## config.mk

```make
export PLATFORM = sky130hd
export DESIGN_NAME = heat_cool_thermostat_controller_core
export DESIGN_NICKNAME = d
export VERILOG_FILES = /design/src/rtl/core/hcth_pkg.sv /design/src/rtl/core/hcth_decide.sv /design/src/rtl/core/heat_cool_thermostat_controller_core.sv
export SDC_FILE = /design/constraint.sdc
export NUM_CORES = 1
export LEC_CHECK = 0
export BUFFER_PORTS_ARGS = -buffer_cell sky130_fd_sc_hd__buf_2
export CORE_MARGIN = 1.5
export CORE_UTILIZATION = 45
export CTS_CLUSTER_SIZE = 28
export DETAILED_ROUTE_END_ITERATION = 16
export MAX_ROUTING_LAYER = met4
export PLACE_DENSITY = 0.58
export RECOVER_POWER = 25
export SLEW_MARGIN = 20
export SYNTH_ARGS = -nofsm -noshare
export SYNTH_HDL_FRONTEND = slang
export SYNTH_SLANG_ARGS = --single-unit
```

## constraint.sdc

```tcl
create_clock -name clk_i -period 15.8 [get_ports clk_i]
set_input_delay 1.58 -clock clk_i [delete_from_list [all_inputs] [get_ports clk_i]]
set_output_delay 1.58 -clock clk_i [all_outputs]
set_load 0.02 [all_outputs]
```

## src/rtl/core/hcth_pkg.sv

```systemverilog
package hcth_pkg;

  // Field widths
  localparam int unsigned TimeW    = 32;
  localparam int unsigned TempW    = 12;
  localparam int unsigned DeltaW   = 11;
  localparam int unsigned SecW     = 16;
  localparam int unsigned MsW      = 26;  // 65535 s * 1000 fits in 26 bits
  localparam int unsigned CmpW     = 14;  // target +/- delta without overflow
  localparam int unsigned CfgIdxW  = 3;
  localparam int unsigned CfgDataW = 16;

  localparam int unsigned MsPerSec       = 1000;
  localparam int unsigned TestDurationMs = 10000;

  typedef enum logic [1:0] {
    MODE_OFF  = 2'd0,
    MODE_AUTO = 2'd1,
    MODE_HEAT = 2'd2,
    MODE_COOL = 2'd3
  } mode_e;

  typedef enum logic [1:0] {
    ACT_UPDATE    = 2'd0,
    ACT_TEST      = 2'd1,
    ACT_CANCEL    = 2'd2,
    ACT_FORCE_OFF = 2'd3
  } action_e;

  typedef enum logic [1:0] {
    TEST_NONE   = 2'd0,
    TEST_HEATER = 2'd1,
    TEST_PUMP   = 2'd2
  } test_e;

  typedef enum logic [2:0] {
    RS_OFF   = 3'd0,
    RS_IDLE  = 3'd1,
    RS_HEAT  = 3'd2,
    RS_COOL  = 3'd3,
    RS_FAULT = 3'd4
  } run_e;

  typedef enum logic [1:0] {
    FK_NONE      = 2'd0,
    FK_SENSOR    = 2'd1,
    FK_INTERLOCK = 2'd2
  } fault_e;

  typedef enum logic [CfgIdxW-1:0] {
    CFG_USER_MODE   = 3'd0,
    CFG_TARGET_TEMP = 3'd1,
    CFG_HEAT_DELTA  = 3'd2,
    CFG_COOL_DELTA  = 3'd3,
    CFG_HOLD_DELTA  = 3'd4,
    CFG_MIN_RUN     = 3'd5,
    CFG_MIN_OFF     = 3'd6
  } cfg_idx_e;

  typedef struct packed {
    mode_e                    user_mode;
    logic signed [TempW-1:0]  target_temp;
    logic [DeltaW-1:0]        heat_on_delta;
    logic [DeltaW-1:0]        cool_on_delta;
    logic [DeltaW-1:0]        hold_delta;
    logic [MsW-1:0]           min_run_ms;
    logic [MsW-1:0]           min_off_ms;
  } cfg_t;

  typedef struct packed {
    logic              heater;
    logic              pump;
    run_e              run_state;
    fault_e            fault;
    test_e             active_test;
    logic [TimeW-1:0]  test_end;
    logic [TimeW-1:0]  pump_on_time;
    logic [TimeW-1:0]  pump_off_time;
  } st_t;

  typedef struct packed {
    action_e                  action;
    logic [TimeW-1:0]         now_ms;
    logic                     sensor_ok;
    logic signed [TempW-1:0]  temp_reading;
    logic [1:0]               test_kind;
  } evt_t;

  typedef struct packed {
    logic    heater_on;
    logic    pump_on;
    run_e    run_state;
    fault_e  fault_kind;
    logic    test_accepted;
  } res_t;

endpackage

```

## src/rtl/core/hcth_decide.sv

```systemverilog
module hcth_decide #(
  parameter int unsigned TestDurationMs = hcth_pkg::TestDurationMs
) (
  input  hcth_pkg::cfg_t cfg_i,
  input  hcth_pkg::st_t  st_i,
  input  hcth_pkg::evt_t evt_i,
  output hcth_pkg::st_t  st_o,
  output hcth_pkg::res_t res_o
);

  logic signed [hcth_pkg::CmpW-1:0] tgt, temp;
  logic signed [hcth_pkg::CmpW-1:0] heat_start, heat_stop, cool_start, cool_stop;
  logic [hcth_pkg::TimeW-1:0]       on_elapsed, off_elapsed;
  logic                             heat_ok, cool_ok, min_run, min_off_done;
  logic                             hr, pr;

  assign tgt  = hcth_pkg::CmpW'(cfg_i.target_temp);
  assign temp = hcth_pkg::CmpW'(evt_i.temp_reading);

  assign heat_start = tgt - $signed({3'b000, cfg_i.heat_on_delta});
  assign heat_stop  = tgt - $signed({3'b000, cfg_i.hold_delta});
  assign cool_start = tgt + $signed({3'b000, cfg_i.cool_on_delta});
  assign cool_stop  = tgt + $signed({3'b000, cfg_i.hold_delta});

  assign on_elapsed  = evt_i.now_ms - st_i.pump_on_time;
  assign off_elapsed = evt_i.now_ms - st_i.pump_off_time;
  assign min_run      = st_i.pump &&
                        (on_elapsed < hcth_pkg::TimeW'(cfg_i.min_run_ms));
  assign min_off_done = off_elapsed >= hcth_pkg::TimeW'(cfg_i.min_off_ms);

  assign heat_ok = (cfg_i.user_mode == hcth_pkg::MODE_AUTO) ||
                   (cfg_i.user_mode == hcth_pkg::MODE_HEAT);
  assign cool_ok = (cfg_i.user_mode == hcth_pkg::MODE_AUTO) ||
                   (cfg_i.user_mode == hcth_pkg::MODE_COOL);

  // Hysteresis: running outputs hold until their stop threshold
  always_comb begin
    hr = 1'b0;
    pr = 1'b0;
    if (cool_ok && min_run) begin
      pr = 1'b1;
    end else if (st_i.pump && cool_ok && (temp > cool_stop)) begin
      pr = 1'b1;
    end else if (st_i.heater && heat_ok && (temp < heat_stop)) begin
      hr = 1'b1;
    end else if ((temp > cool_start) && cool_ok) begin
      pr = st_i.pump || min_off_done;
    end else if ((temp < heat_start) && heat_ok) begin
      hr = 1'b1;
    end
  end

  always_comb begin
    hcth_pkg::st_t    nxt;
    logic             drive_en, want_h, want_p, is_fault, acc;
    logic             nh, np;
    hcth_pkg::fault_e fcode;
    hcth_pkg::run_e   req;
    hcth_pkg::mode_e  dmode;

    nxt      = st_i;
    drive_en = 1'b0;
    want_h   = 1'b0;
    want_p   = 1'b0;
    is_fault = 1'b0;
    acc      = 1'b0;
    fcode    = hcth_pkg::FK_NONE;
    req      = hcth_pkg::RS_IDLE;
    dmode    = cfg_i.user_mode;

    unique case (evt_i.action)
      hcth_pkg::ACT_UPDATE: begin
        drive_en = 1'b1;
        if (st_i.active_test != hcth_pkg::TEST_NONE) begin
          nxt.active_test = hcth_pkg::TEST_NONE;
          if (!evt_i.sensor_ok) begin
            is_fault = 1'b1;
            fcode    = hcth_pkg::FK_SENSOR;
            req      = hcth_pkg::RS_FAULT;
          end else if ((cfg_i.user_mode == hcth_pkg::MODE_OFF) ||
                       (evt_i.now_ms >= st_i.test_end)) begin
            req = hcth_pkg::RS_IDLE;
          end else begin
            nxt.active_test = st_i.active_test;
            want_h = st_i.active_test == hcth_pkg::TEST_HEATER;
            want_p = st_i.active_test == hcth_pkg::TEST_PUMP;
            req    = want_h ? hcth_pkg::RS_HEAT : hcth_pkg::RS_COOL;
          end
        end else if (!evt_i.sensor_ok) begin
          is_fault = 1'b1;
          fcode    = hcth_pkg::FK_SENSOR;
          req      = hcth_pkg::RS_FAULT;
        end else if (cfg_i.user_mode == hcth_pkg::MODE_OFF) begin
          req = hcth_pkg::RS_OFF;
        end else begin
          want_h = hr;
          want_p = pr;
          req    = hr ? hcth_pkg::RS_HEAT : (pr ? hcth_pkg::RS_COOL : hcth_pkg::RS_IDLE);
        end
      end
      hcth_pkg::ACT_TEST: begin
        if (((evt_i.test_kind == 2'(hcth_pkg::TEST_HEATER)) ||
             (evt_i.test_kind == 2'(hcth_pkg::TEST_PUMP))) &&
            (st_i.active_test == hcth_pkg::TEST_NONE) && evt_i.sensor_ok &&
            (cfg_i.user_mode != hcth_pkg::MODE_OFF)) begin
          nxt.active_test = hcth_pkg::test_e'(evt_i.test_kind);
          nxt.test_end    = evt_i.now_ms + hcth_pkg::TimeW'(TestDurationMs);
          acc             = 1'b1;
        end
      end
      hcth_pkg::ACT_CANCEL: begin
        nxt.active_test = hcth_pkg::TEST_NONE;
        drive_en        = 1'b1;
        req             = hcth_pkg::RS_IDLE;
      end
      hcth_pkg::ACT_FORCE_OFF: begin
        nxt.active_test = hcth_pkg::TEST_NONE;
        drive_en        = 1'b1;
        dmode           = hcth_pkg::MODE_OFF;
        req             = hcth_pkg::RS_OFF;
      end
    endcase

    // Output stage: fault and mode override, heat/pump interlock
    nh = want_h;
    np = want_p;
    if (is_fault) begin
      nh    = 1'b0;
      np    = 1'b0;
      req   = hcth_pkg::RS_FAULT;
    end else if (dmode == hcth_pkg::MODE_OFF) begin
      nh    = 1'b0;
      np    = 1'b0;
      req   = hcth_pkg::RS_OFF;
      fcode = hcth_pkg::FK_NONE;
    end else if (want_h && want_p) begin
      nh    = 1'b0;
      np    = 1'b0;
      req   = hcth_pkg::RS_FAULT;
      fcode = hcth_pkg::FK_INTERLOCK;
    end else begin
      fcode = hcth_pkg::FK_NONE;
    end

    if (drive_en) begin
      if (st_i.pump != np) begin
        if (np) begin
          nxt.pump_on_time = evt_i.now_ms;
        end else begin
          nxt.pump_off_time = evt_i.now_ms;
        end
      end
      nxt.heater    = nh;
      nxt.pump      = np;
      nxt.run_state = req;
      nxt.fault     = fcode;
    end

    st_o = nxt;
    res_o.heater_on     = nxt.heater;
    res_o.pump_on       = nxt.pump;
    res_o.run_state     = nxt.run_state;
    res_o.fault_kind    = nxt.fault;
    res_o.test_accepted = acc;
  end

endmodule

```

## src/rtl/core/heat_cool_thermostat_controller_core.sv

```systemverilog
// Heater and cooling-pump thermostat with hysteresis. Each slave-side transaction is
// one event (update, test request, test cancel, force off) and yields exactly one
// master-side transaction with the heater and pump drives, the run state, the fault
// code and the test-accepted flag. The block takes one event per clock cycle unless
// the result side stalls; an accepted event lands in the input register, and its
// result is loaded into the result register once that register is free or being
// drained. The decision path between the two registers - the 32-bit elapsed-time
// compares for the pump minimum run and off times and the 14-bit threshold
// compares - sets the clock rate. Pump minimum times are converted to milliseconds
// when the register is written, so write configuration only while no event is in
// flight. Time stamps use wrapping 32-bit millisecond arithmetic; TestDurationMs
// sets how long an output test runs.
module heat_cool_thermostat_controller_core #(
  parameter int unsigned TestDurationMs = hcth_pkg::TestDurationMs
) (
  input  logic                              clk_i,
  input  logic                              rst_ni,
  // Events
  input  logic                              s_axis_tvalid_i,
  output logic                              s_axis_tready_o,
  // tdata: now_ms[31:0], sensor_ok[32], temp_reading[44:33], test_kind[46:45]
  input  logic [47:0]                       s_axis_tdata_i,
  // tuser: action[1:0]
  input  logic [1:0]                        s_axis_tuser_i,
  // Results
  output logic                              m_axis_tvalid_o,
  input  logic                              m_axis_tready_i,
  // tdata: heater_on[0], pump_on[1], run_state[4:2], fault_kind[6:5],
  //        test_accepted[7]
  output logic [7:0]                        m_axis_tdata_o,
  // Configuration writes
  input  logic                              cfg_valid_i,
  output logic                              cfg_ready_o,
  input  logic [hcth_pkg::CfgIdxW-1:0]      cfg_index_i,
  input  logic [hcth_pkg::CfgDataW-1:0]     cfg_data_i
);

  hcth_pkg::evt_t evt_q, evt_d;
  hcth_pkg::res_t res_q, res_d;
  hcth_pkg::st_t  st_q, st_d;
  hcth_pkg::cfg_t cfg_q, cfg_d;
  logic           in_v_q, in_v_d;
  logic           out_v_q, out_v_d;
  logic           adv, s_acc;

  // Advance the held event whenever the result register is free or being drained
  assign adv             = in_v_q && (!out_v_q || m_axis_tready_i);
  assign s_axis_tready_o = !in_v_q || adv;
  assign s_acc           = s_axis_tvalid_i && s_axis_tready_o;

  // Unpack the event transaction
  always_comb begin
    evt_d.action       = hcth_pkg::action_e'(s_axis_tuser_i);
    evt_d.now_ms       = s_axis_tdata_i[31:0];
    evt_d.sensor_ok    = s_axis_tdata_i[32];
    evt_d.temp_reading = $signed(s_axis_tdata_i[44:33]);
    evt_d.test_kind    = s_axis_tdata_i[46:45];
  end

  always_comb begin
    in_v_d = in_v_q;
    if (s_acc) begin
      in_v_d = 1'b1;
    end else if (adv) begin
      in_v_d = 1'b0;
    end
    out_v_d = out_v_q;
    if (adv) begin
      out_v_d = 1'b1;
    end else if (m_axis_tready_i) begin
      out_v_d = 1'b0;
    end
  end

  // Decision logic: next state and result for the held event
  hcth_decide #(
    .TestDurationMs (TestDurationMs)
  ) u_decide (
    .cfg_i (cfg_q),
    .st_i  (st_q),
    .evt_i (evt_q),
    .st_o  (st_d),
    .res_o (res_d)
  );

  always_ff @(posedge clk_i or negedge rst_ni) begin
    if (!rst_ni) begin
      in_v_q  <= 1'b0;
      out_v_q <= 1'b0;
      st_q    <= '{heater: 1'b0, pump: 1'b0, run_state: hcth_pkg::RS_OFF,
                   fault: hcth_pkg::FK_NONE, active_test: hcth_pkg::TEST_NONE,
                   test_end: '0, pump_on_time: '0, pump_off_time: '0};
    end else begin
      in_v_q  <= in_v_d;
      out_v_q <= out_v_d;
      if (adv) begin
        st_q <= st_d;
      end
    end
  end

  // Payload registers: hold until the next transaction moves them
  always_ff @(posedge clk_i) begin
    if (s_acc) begin
      evt_q <= evt_d;
    end
    if (adv) begin
      res_q <= res_d;
    end
  end

  assign m_axis_tvalid_o = out_v_q;
  assign m_axis_tdata_o  = {res_q.test_accepted, res_q.fault_kind, res_q.run_state,
                            res_q.pump_on, res_q.heater_on};

  // Configuration: always ready; minimum pump times are stored in milliseconds
  assign cfg_ready_o = 1'b1;

  always_comb begin
    cfg_d = cfg_q;
    if (cfg_valid_i) begin
      unique case (cfg_index_i)
        hcth_pkg::CFG_USER_MODE:   cfg_d.user_mode     = hcth_pkg::mode_e'(cfg_data_i[1:0]);
        hcth_pkg::CFG_TARGET_TEMP: cfg_d.target_temp   =
                                     $signed(cfg_data_i[hcth_pkg::TempW-1:0]);
        hcth_pkg::CFG_HEAT_DELTA:  cfg_d.heat_on_delta = cfg_data_i[hcth_pkg::DeltaW-1:0];
        hcth_pkg::CFG_COOL_DELTA:  cfg_d.cool_on_delta = cfg_data_i[hcth_pkg::DeltaW-1:0];
        hcth_pkg::CFG_HOLD_DELTA:  cfg_d.hold_delta    = cfg_data_i[hcth_pkg::DeltaW-1:0];
        hcth_pkg::CFG_MIN_RUN:     cfg_d.min_run_ms    =
          hcth_pkg::MsW'(cfg_data_i) * hcth_pkg::MsW'(hcth_pkg::MsPerSec);
        hcth_pkg::CFG_MIN_OFF:     cfg_d.min_off_ms    =
          hcth_pkg::MsW'(cfg_data_i) * hcth_pkg::MsW'(hcth_pkg::MsPerSec);
        default: ;  // drop writes to unknown indexes
      endcase
    end
  end

  always_ff @(posedge clk_i or negedge rst_ni) begin
    if (!rst_ni) begin
      cfg_q <= '{user_mode: hcth_pkg::MODE_OFF, target_temp: 12'sd320,
                 heat_on_delta: 11'd8, cool_on_delta: 11'd8, hold_delta: 11'd2,
                 min_run_ms: '0, min_off_ms: '0};
    end else begin
      cfg_q <= cfg_d;
    end
  end

endmodule

```

==> results of run 1 <==
-- Yosys cell counts (27+ instances only) --
| cell type | count |
|---|---|
| o21ai_0 | 157 |
| inv_1 | 241 |
| ha_1 | 294 |
| nand3_1 | 40 |
| nand2_1 | 175 |
| a21o_1 | 60 |
| dfrtp_1 | 195 |
| fa_1 | 59 |
| nand4_1 | 27 |
| a21oi_1 | 116 |
| xor2_1 | 50 |
| nor2_1 | 82 |
| edfxtp_1 | 57 |
| mux2_2 | 68 |
| xnor2_1 | 74 |
| mux2_4 | 29 |
-- flip-flops by register name (all words and copies together), names as in the netlist --
name             count
m_axis_tvalid_o      1
evt_q               49
cfg_q               93
in_v_q               1
st_q               105
m_axis_tdata_o       8
-- final timing paths --
kind                           start         to  slack [ps]  cells past startpoint
setup / recovery           evt_q[19]    st_q[0]        8610                     27
hold / removal              st_q[84]   st_q[84]         480                      2
setup reg to reg           evt_q[19]    st_q[0]        8610                     27
hold reg to reg             st_q[84]   st_q[84]         480                      2
max in group asynchronous     rst_ni  cfg_q[97]       10480                      2
min in group asynchronous     rst_ni   st_q[34]        2640                      1
-- power breakdown --
group          total, mW  leakage, nW  internal (mW)  switching [mW]
logic               1.92         6.80          0.861            1.06
clock network      0.734        0.523          0.442           0.292
registers          0.959         3.08          0.851           0.108
-- layer usage --
layer,vias up,part of all wire (%)
met4,0,2.5
met5,-,0
met3,65,2.9
met2,199,44
li1,7356,-
met1,6887,50
-- cell families (layout without fill, tap and decap cells) --
| family | Yosys count | in the layout | synth area share [%] |
|---|---|---|---|
| flip-flops | 257 | 257 | 33.3 |
| multiplexers | 104 | 104 | 6.29 |
| AND/OR/NAND/NOR | 456 | 456 | 10.8 |
| adder cells (fa/ha/maj) | 353 | 353 | 24.1 |
| XOR/XNOR | 124 | 124 | 5.38 |
| buffers and inverters | 276 | 393 | 5.40 |
| other | 1 | 1 | 0.0186 |
| AO/OA/AOI/OAI | 471 | 471 | 14.8 |
-- worst min-delay path, stage by stage, from the launching register on --
cell	delay [ps]
dfrtp_1	340
nand2_1	40
o21ai_0	60
-- cell type report --
cell class                 count  area [um^2]
clock buffer                  45          931
clock inverter                13          136
fill                        4054        21900
inverter                     242          908
multi-input combinational   1509        12400
sequential                   257         6720
tap                          592          741
timing repair buffer          93          484
-- cell usage in the layout (no fill, tap or decap), types with 11 or more instances in the layout --
cell type  instances
a211oi_1          14
nand3_1           40
nand2b_1          26
nand4_1           27
inv_1            241
xnor2_1           74
xor2_1            50
o21bai_1          11
clkbuf_1          11
o21a_1            24
dfrtp_1          195
fa_1              59
mux2_4            29
mux2_2            68
buf_2             78
nor2_1            82
a21o_1            60
a21oi_1          116
and3_1            14
nand2_1          174
nor3_1            20
ha_1             294
clkbuf_16         33
o21ai_0          157
nor2b_1           22
edfxtp_1          57
-- through the flow --
| stage | setup WS (ps) | std cells | hold WS (ps) | area (um^2) |
|---|---|---|---|---|
| floorplan | 9840 | 2042 | 442 | 20200 |
| global placement | 8830 | 2693 | 457 | 21300 |
| detailed placement | 8690 | 2693 | 463 | 21300 |
| CTS | 8660 | 2751 | 482 | 22300 |
| global route | 8230 | 2751 | 492 | 22300 |
| finish | 8610 | 2751 | 477 | 22300 |
==> metrics.csv, run 1 <==
stage,metric,value,unit
global_routing,GRT Total Usage,20.6,%
cts,CTS sink cnt,257,
global_routing,GR Overflow Total,0,
power,total power draw,3.61,mW
status,status,"finished, violations left",
cells_and_area,synthesis-to-layout area growth,10.6,%
setup_path,Critical Path AT,7660,ps
die,Core ar.,0.0442,mm^2
synth,Synth async-reset ratio,77.8,%
global_routing,initial antenna violation count,0,
min_path,Hold WC Path Type,flip-flop to flip-flop,
synth,Post-synth EDFFs,57,
cells_and_area,ANT cells,0,
status,failing checks,"max-capacitance violations, max-slew violations",
timing,Final Hold Viols,0,
setup_path,Worst EP required,16270,ps
timing,worst slew pin tran,4510,ps
die,I/O pins,85,
cts,Post-CTS Resized,0,
placement,IO buf count,82,
setup_path,"Buf+Inv Stages, Crit Path",2,
synth,Yosys top cell area share,24.2,%
timing,post-route setup TNS,0,ps
flow_run,max-cap violations,1,
route,Vias/cell,5.27,
timing,Final period util,45.5,%
synth,cells after synthesis,2042,
route,routed wire length,44.8,mm
die,initial core utilization,45.7,%
placement,HPWL after detailed placement,34.6,mm
cts,Clock Latency Late Sink,590,ps
global_routing,first-pass GRT wire length,75.3,mm
setup_path,CP startpoint kind,flip-flop,
cells_and_area,share of cells above drive strength 1,12.4,%
synth,synth unique cells,83,
timing,clock skew,26.8,ps
setup_path,critical path class,flip-flop to flip-flop,
power,PD cells,162,mW/mm^2
cts,Setup Buffers After CTS,0,
setup_path,CP max FO,32,
cts,clock slew at reported path FFs,60,ps
synth,synthesized net count,2469,
cts,H-Tree Depth,1,
setup_path,"most used cell, CP",ha_1,
synth,Avg Inst Size Synth,9.89,um^2
synth,synth top area cells,"dfrtp_1, ha_1, edfxtp_1",
global_routing,largest net degree at the start of global routing,78,
synth,sequential area share after synthesis,33.3,%
setup_path,"delay-heaviest family, CP",compound AO/OA/AOI/OAI gates,
cts,root buffer cell,clkbuf_16,
timing,"Slew Viols, Final",78,
global_routing,met1 Use GR,28.2,%
route,via count,14507,
die,Die Span Y,215,um
cells_and_area,nets,2561,
die,Die Wd,215,um
global_routing,grt met2 use,32.5,%
synth,synthesized area,0.0202,mm^2
route,initial drt markers,802,
cells_and_area,final core utilization,50.5,%
timing,Slew HR,-201,%
setup_path,CP peak stage delay,570,ps
setup_path,CP endpoint kind,flip-flop,
route,WL/cell,16.3,um
power,VDD IR-drop max,0.0000827,V
global_routing,met3 GRT Util,2.22,%
route,DRC errors left,0,
global_routing,vias in the first global route,14978,
placement,GPL Wtd Cong,0.905,
timing,final setup violation count,0,
setup_path,slowest cell on the critical path,edfxtp_1,
route,DR pass1 iterations,6,
global_routing,grt peak-use layer,met2,
power,leak pwr,10.4,nW
die,row count,77,
cts,CTS Buffer Depth,3,
synth,Synth area leader,dfrtp_1,
timing,unrepaired setup endpoints after global routing,false,
timing,Max Freq,139,MHz
synth,warnings from Yosys,0,
cts,CTS tree,done,
die,die area,0.0462,mm^2
timing,Tmin final,7190,ps
cts,CTS hold repair buffers,0,
route,Routed Antenna Nets,0,
synth,Synth Register Bits,257,
synth,Post-synth top flop,dfrtp_1,
cts,total clock buffers created by CTS,31,
No activity file was read; power rests on OpenSTA's default activity.
==> inputs of run 2 (changes only) <==
- PLACE_DENSITY: 0.58 -> 0.61
- clock period: 15.8 -> 6.2 ns (I/O delays scaled with it)
==> metrics.csv, run 2 (synthesis results as in run 1) <==
stage,metric,value,unit
timing,Final period util,98.9,%
global_routing,vias in the first global route,15496,
cells_and_area,"commonest non-fill, non-tap cell in the layout",ha_1,
min_path,Hold Path Depth,1,
setup_path,CP endpoint kind,flip-flop,
setup_path,Worst EP required,6620,ps
setup_path,critical path class,flip-flop to flip-flop,
setup_path,CP max FO,8,
die,initial core utilization,45.7,%
power,internal power,5.80,mW
die,Die Span Y,215,um
cells_and_area,nets,2657,
setup_path,"most used cell, CP",a21oi_2,
timing,worst slew pin tran,2060,ps
power,clock network fraction of design power,20.5,%
route,Routed Antenna Nets,0,
cts,total clock buffers created by CTS,34,
placement,HPWL after detailed placement,36.5,mm
route,initial drt markers,668,
power,PD cells,415,mW/mm^2
placement,GPL Wtd Cong,0.877,
die,Die Wd,215,um
min_path,Hold WC Path Type,input port to flip-flop,
global_routing,initial antenna violation count,0,
timing,setup ws final,70.5,ps
setup_path,CP startpoint kind,flip-flop,
global_routing,largest net degree at the start of global routing,166,
cts,CTS sink cnt,257,
power,VDD IR-drop max,0.000241,V
cts,root buffer cell,clkbuf_16,
min_path,Worst Hold Endpoint,evt_q[12],
cts,CTS Buffer Depth,3,
route,via count,14987,
cts,H-Tree Depth,2,
timing,post-route setup TNS,0,ps
timing,unrepaired setup endpoints after global routing,true,
cells_and_area,largest registers,"st_q (105), cfg_q (93), evt_q (49)",
route,routed wire length,48.1,mm
power,Comb pwr share,54.5,%
global_routing,first-pass GRT wire length,78.8,mm
route,WL/cell,16.9,um
status,status,"finished, violations left",
timing,worst hold margin,253,ps
timing,Slew HR,-37.4,%
setup_path,slowest cell on the critical path,edfxtp_1,
timing,Final Hold Viols,0,
route,Top Metal Used,met4,
global_routing,GR Overflow Total,0,
power,P_sw,3.90,mW
global_routing,GRT Total Usage,21.8,%
cells_and_area,max reg flops,105,
status,failing checks,"max-capacitance violations, max-slew violations",
die,Core ar.,0.0442,mm^2
timing,final setup violation count,0,
setup_path,CP peak stage delay,430,ps
setup_path,Critical Path AT,6550,ps
die,die area,0.0462,mm^2
cells_and_area,ANT cells,0,
cells_and_area,largest reg by FF count,st_q,
placement,"worst slack, placed",-48.3,ps
timing,Max Freq,163,MHz
die,I/O pins,85,
route,Vias/cell,5.26,
power,leak pwr,10.9,nW
route,met2 WL,22.5,mm
timing,"Slew Viols, Final",140,
timing,clock skew,16.5,ps
min_path,hold path start,s_axis_tdata_i[43],
route,DR pass1 iterations,5,
placement,dpl cells,2772,
cts,Clock Latency Late Sink,540,ps
route,DRC errors left,0,
cells_and_area,synthesis-to-layout area growth,15.8,%
cells_and_area,fin cells,2848,
cells_and_area,most frequent cells in the layout,"ha_1, inv_1, dfrtp_1, nand2_1, o21ai_0",
route,metal1 wirelength,23.0,mm
cts,CTS tree,done,
cells_and_area,share of cells above drive strength 1,17.0,%
flow_run,max-cap violations,4,
power,Sw Share,40.2,%
power,Seq pwr share,25.0,%
setup_path,R2R Path End,st_q[0],
timing,Tmin final,6130,ps
setup_path,R2R depth,29,
die,row count,77,
setup_path,R2R setup slack,70,ps
placement,IO buf count,82,
cts,clock slew at reported path FFs,60,ps
cells_and_area,fillers,4025,
setup_path,Reg-to-Reg Start,evt_q[19],
route,met3 wire len,1.66,mm
## run 2: changes by cell type in the layout (fill, tap and decap cells not counted), sizes merged
cell and change:
clkinvlp +1, dlygate4sd3 +1, inv -2, clkbuf +18, buf +81, clkinv -2
## run 2: critical path, delay by kind of cell, from the launching register on
kind,cells,cell delay [ps]
muxes,1,320
xor gates and xnor gates,1,150
adders and majority gates,3,810
buffers and inverters,3,370
AOI/OAI and AO/OA,14,2460
and+or+nand+nor,7,1440
DFF,1,430
## run 2: layer usage
layer | vias to the layer above | GRT usage, %
li1 | 7536 | -
met1 | 7164 | 29.3
met2 | 227 | 34.6
met3 | 60 | 3.00
met4 | 0 | 5.49
met5 | - | -
## run 2: how the worst max path moves through the flow
stage                    from        to  slack [ps]
floorplan           evt_q[19]  st_q[10]         460
global route        evt_q[19]  st_q[25]        -210
CTS                 evt_q[19]   st_q[0]          40
global placement    evt_q[15]   st_q[0]          50
detailed placement  evt_q[15]   st_q[0]         -50
finish              evt_q[19]   st_q[0]          70
## run 2: power by group through the flow
stage	Sequential, mW	Combinational (mW)	Clock, mW
5_1_grt	2.48	6.05	2.12
2_1_floorplan	2.38	3.81	0
4_1_cts	2.43	5.14	2.05
3_3_place_gp	2.43	4.93	0
6_report	2.42	5.28	1.99
3_5_place_dp	2.45	5.09	0
## run 2: final cells by class
| class | instances | area, um^2 | area share, % |
|---|---|---|---|
| well taps | 592 | 741 | 3.17 |
| repair buffers | 186 | 1270 | 5.42 |
| clock buffers | 52 | 1020 | 4.37 |
| inverters | 242 | 908 | 3.88 |
| flip-flops and latches | 257 | 6720 | 28.7 |
| multi-input cells | 1509 | 12600 | 53.9 |
| clock inverters | 10 | 114 | 0.487 |
## run 2: what timing repair did
item	4_1_cts	5_1_grt
gates resized for setup	4	53
cloned	0	3
hold buffers	1	0
setup buffers	0	10
setup endpoints to repair	31	62
endpoints found under the hold margin	35	0
pin swaps	1	34
## run 2: stage by stage
stage          power [mW]  instance area [um^2]  utilization (%)
2_1_floorplan        6.19                 20200                -
3_5_place_dp         7.54                 21900             49.5
3_3_place_gp         7.36                 21900             49.5
6_report             9.70                 23400             52.9
4_1_cts              9.62                 23100             52.2
5_1_grt              10.6                 23400             52.9
==> inputs of run 3 (changes only) <==
- CORE_MARGIN: 1.5 -> 2
- CTS_BUF_LIST: unset -> sky130_fd_sc_hd__clkbuf_4 sky130_fd_sc_hd__clkbuf_8 sky130_fd_sc_hd__clkbuf_16
==> metrics.csv, run 3 (synthesis results as in run 1) <==
stage,metric,value,unit
cts,root buffer cell,clkbuf_16,
global_routing,vias in the first global route,15495,
placement,GPL Wtd Cong,0.907,
timing,clock skew,20.0,ps
die,Die Span Y,216,um
global_routing,first-pass GRT wire length,78.4,mm
flow_run,max-cap violations,3,
status,failing checks,"max-capacitance violations, max-slew violations, negative setup slack",
power,VDD IR-drop max,0.000255,V
die,Die Wd,216,um
setup_path,R2R depth,30,
cells_and_area,largest registers,"st_q (105), cfg_q (93), evt_q (49)",
cts,total clock buffers created by CTS,31,
die,Core ar.,0.0442,mm^2
placement,dpl cells,2769,
cells_and_area,most frequent cells in the layout,"ha_1, inv_1, dfrtp_1, nand2_1, o21ai_0",
route,DR pass1 iterations,5,
min_path,Hold WC Path Type,input port to flip-flop,
setup_path,CP peak stage delay,410,ps
timing,Final period util,100,%
min_path,Worst Hold Endpoint,evt_q[42],
route,initial drt markers,828,
route,Routed Antenna Nets,0,
cts,CTS sink cnt,257,
timing,Tmin final,6230,ps
timing,Max Freq,161,MHz
setup_path,slowest cell on the critical path,edfxtp_1,
power,total power draw,9.68,mW
cells_and_area,synthesis-to-layout area growth,15.6,%
cts,H-Tree Depth,1,
route,Vias/cell,5.29,
die,I/O pins,85,
die,row count,77,
cells_and_area,final core utilization,52.8,%
min_path,Hold Path Depth,1,
setup_path,CP max FO,8,
cts,CTS Buffer Depth,3,
min_path,hold path start,s_axis_tdata_i[27],
timing,final setup violation count,14,
placement,IO buf count,82,
setup_path,Reg-to-Reg Start,evt_q[20],
cells_and_area,nets,2649,
setup_path,CP endpoint kind,flip-flop,
route,routed wire length,47.6,mm
setup_path,critical path class,flip-flop to flip-flop,
timing,Final Hold Viols,0,
route,DRC errors left,0,
timing,post-route setup TNS,-210,ps
setup_path,R2R setup slack,-30,ps
route,WL/cell,16.8,um
power,PD cells,414,mW/mm^2
setup_path,Worst EP required,6660,ps
global_routing,GR Overflow Total,0,
cells_and_area,ANT cells,0,
global_routing,GRT Total Usage,21.2,%
timing,"Slew Viols, Final",136,
global_routing,largest net degree at the start of global routing,148,
timing,unrepaired setup endpoints after global routing,true,
cts,CTS tree,done,
cells_and_area,share of cells above drive strength 1,17.0,%
die,die area,0.0466,mm^2
setup_path,R2R Path End,st_q[14],
global_routing,initial antenna violation count,0,
placement,Post-DP Area,0.0219,mm^2
cells_and_area,largest reg by FF count,st_q,
setup_path,Critical Path AT,6690,ps
die,initial core utilization,45.7,%
route,via count,15003,
cts,Clock Latency Late Sink,580,ps
status,status,"finished, violations left",
cells_and_area,max reg flops,105,
cells_and_area,"commonest non-fill, non-tap cell in the layout",ha_1,
timing,Slew HR,-118,%
placement,HPWL after detailed placement,36.2,mm
timing,worst slew pin tran,3270,ps
timing,setup ws final,-26.3,ps
setup_path,CP startpoint kind,flip-flop,
cells_and_area,fin cells,2838,
cells_and_area,design area,0.0234,mm^2
cells_and_area,register area,0.00672,mm^2
power,leak pwr,10.9,nW
cells_and_area,Multi-input gate area,0.0126,mm^2
cells_and_area,fillers,4002,
cts,clock slew at reported path FFs,60,ps
-- run 3: power by group --
| part | total [mW] | internal (mW) | switching (mW) |
|---|---|---|---|
| clock network | 1.94 | 1.19 | 0.745 |
| registers | 2.43 | 2.17 | 0.258 |
| logic | 5.31 | 2.42 | 2.89 |
-- run 3: how the worst max path moves through the flow --
stage,endpoint,cells after the start,from
after global routing,st_q[20],31,evt_q[15]
final,st_q[14],30,evt_q[20]
after floorplan,st_q[10],28,evt_q[19]
after global placement,st_q[0],30,cfg_q[53]
after CTS,st_q[0],30,evt_q[15]
after detailed placement,st_q[0],30,evt_q[15]
-- run 3: area by class of cell --
| cell class | instances | area share [%] |
|---|---|---|
| tap | 592 | 3.17 |
| clock inverter | 15 | 0.793 |
| sequential | 257 | 28.8 |
| timing repair buffer | 181 | 5.45 |
| clock buffer | 42 | 3.91 |
| multi-input combinational | 1509 | 54.0 |
| inverter | 242 | 3.89 |
-- run 3: per-stage QoR --
stage          hold WS [ps]  setup WS [ps]
5_1_grt                 196           -339
3_3_place_gp            462           36.2
2_1_floorplan           324            465
6_report                219          -26.3
4_1_cts                 185           3.74
3_5_place_dp            471          -3.27
-- run 3: what timing repair did --
item / 4_1_cts / 5_1_grt
hold buffers: 1 / 0
setup endpoints to repair: 30 / 32
setup buffers: 0 / 9
resized for setup: 1 / 48
cloned: 0 / 2
endpoints found under the hold margin: 1 / 0
pin swaps: 1 / 24
-- run 3: worst max-delay path, delay by kind of cell (launching register included) --
family,cells,cell delay (ps)
AO/OA/AOI/OAI,11,1850
flip-flops,1,410
AND/OR/NAND/NOR,7,1510
buffers and inverters,7,980
adder cells (fa/ha/maj),3,900
XOR/XNOR,1,140
multiplexers,1,300
-- run 3: layer usage --
layer / up-vias / wire length (um) / track usage [%] / part of all wire, %
met2: 208 / 22100 / 34.9 / 46
met1: 7223 / 23200 / 28.6 / 49
met4: 0 / 988 / 4.53 / 2.1
li1: 7508 / - / - / -
met5: - / 0 / - / 0
met3: 64 / 1300 / 2.10 / 2.7
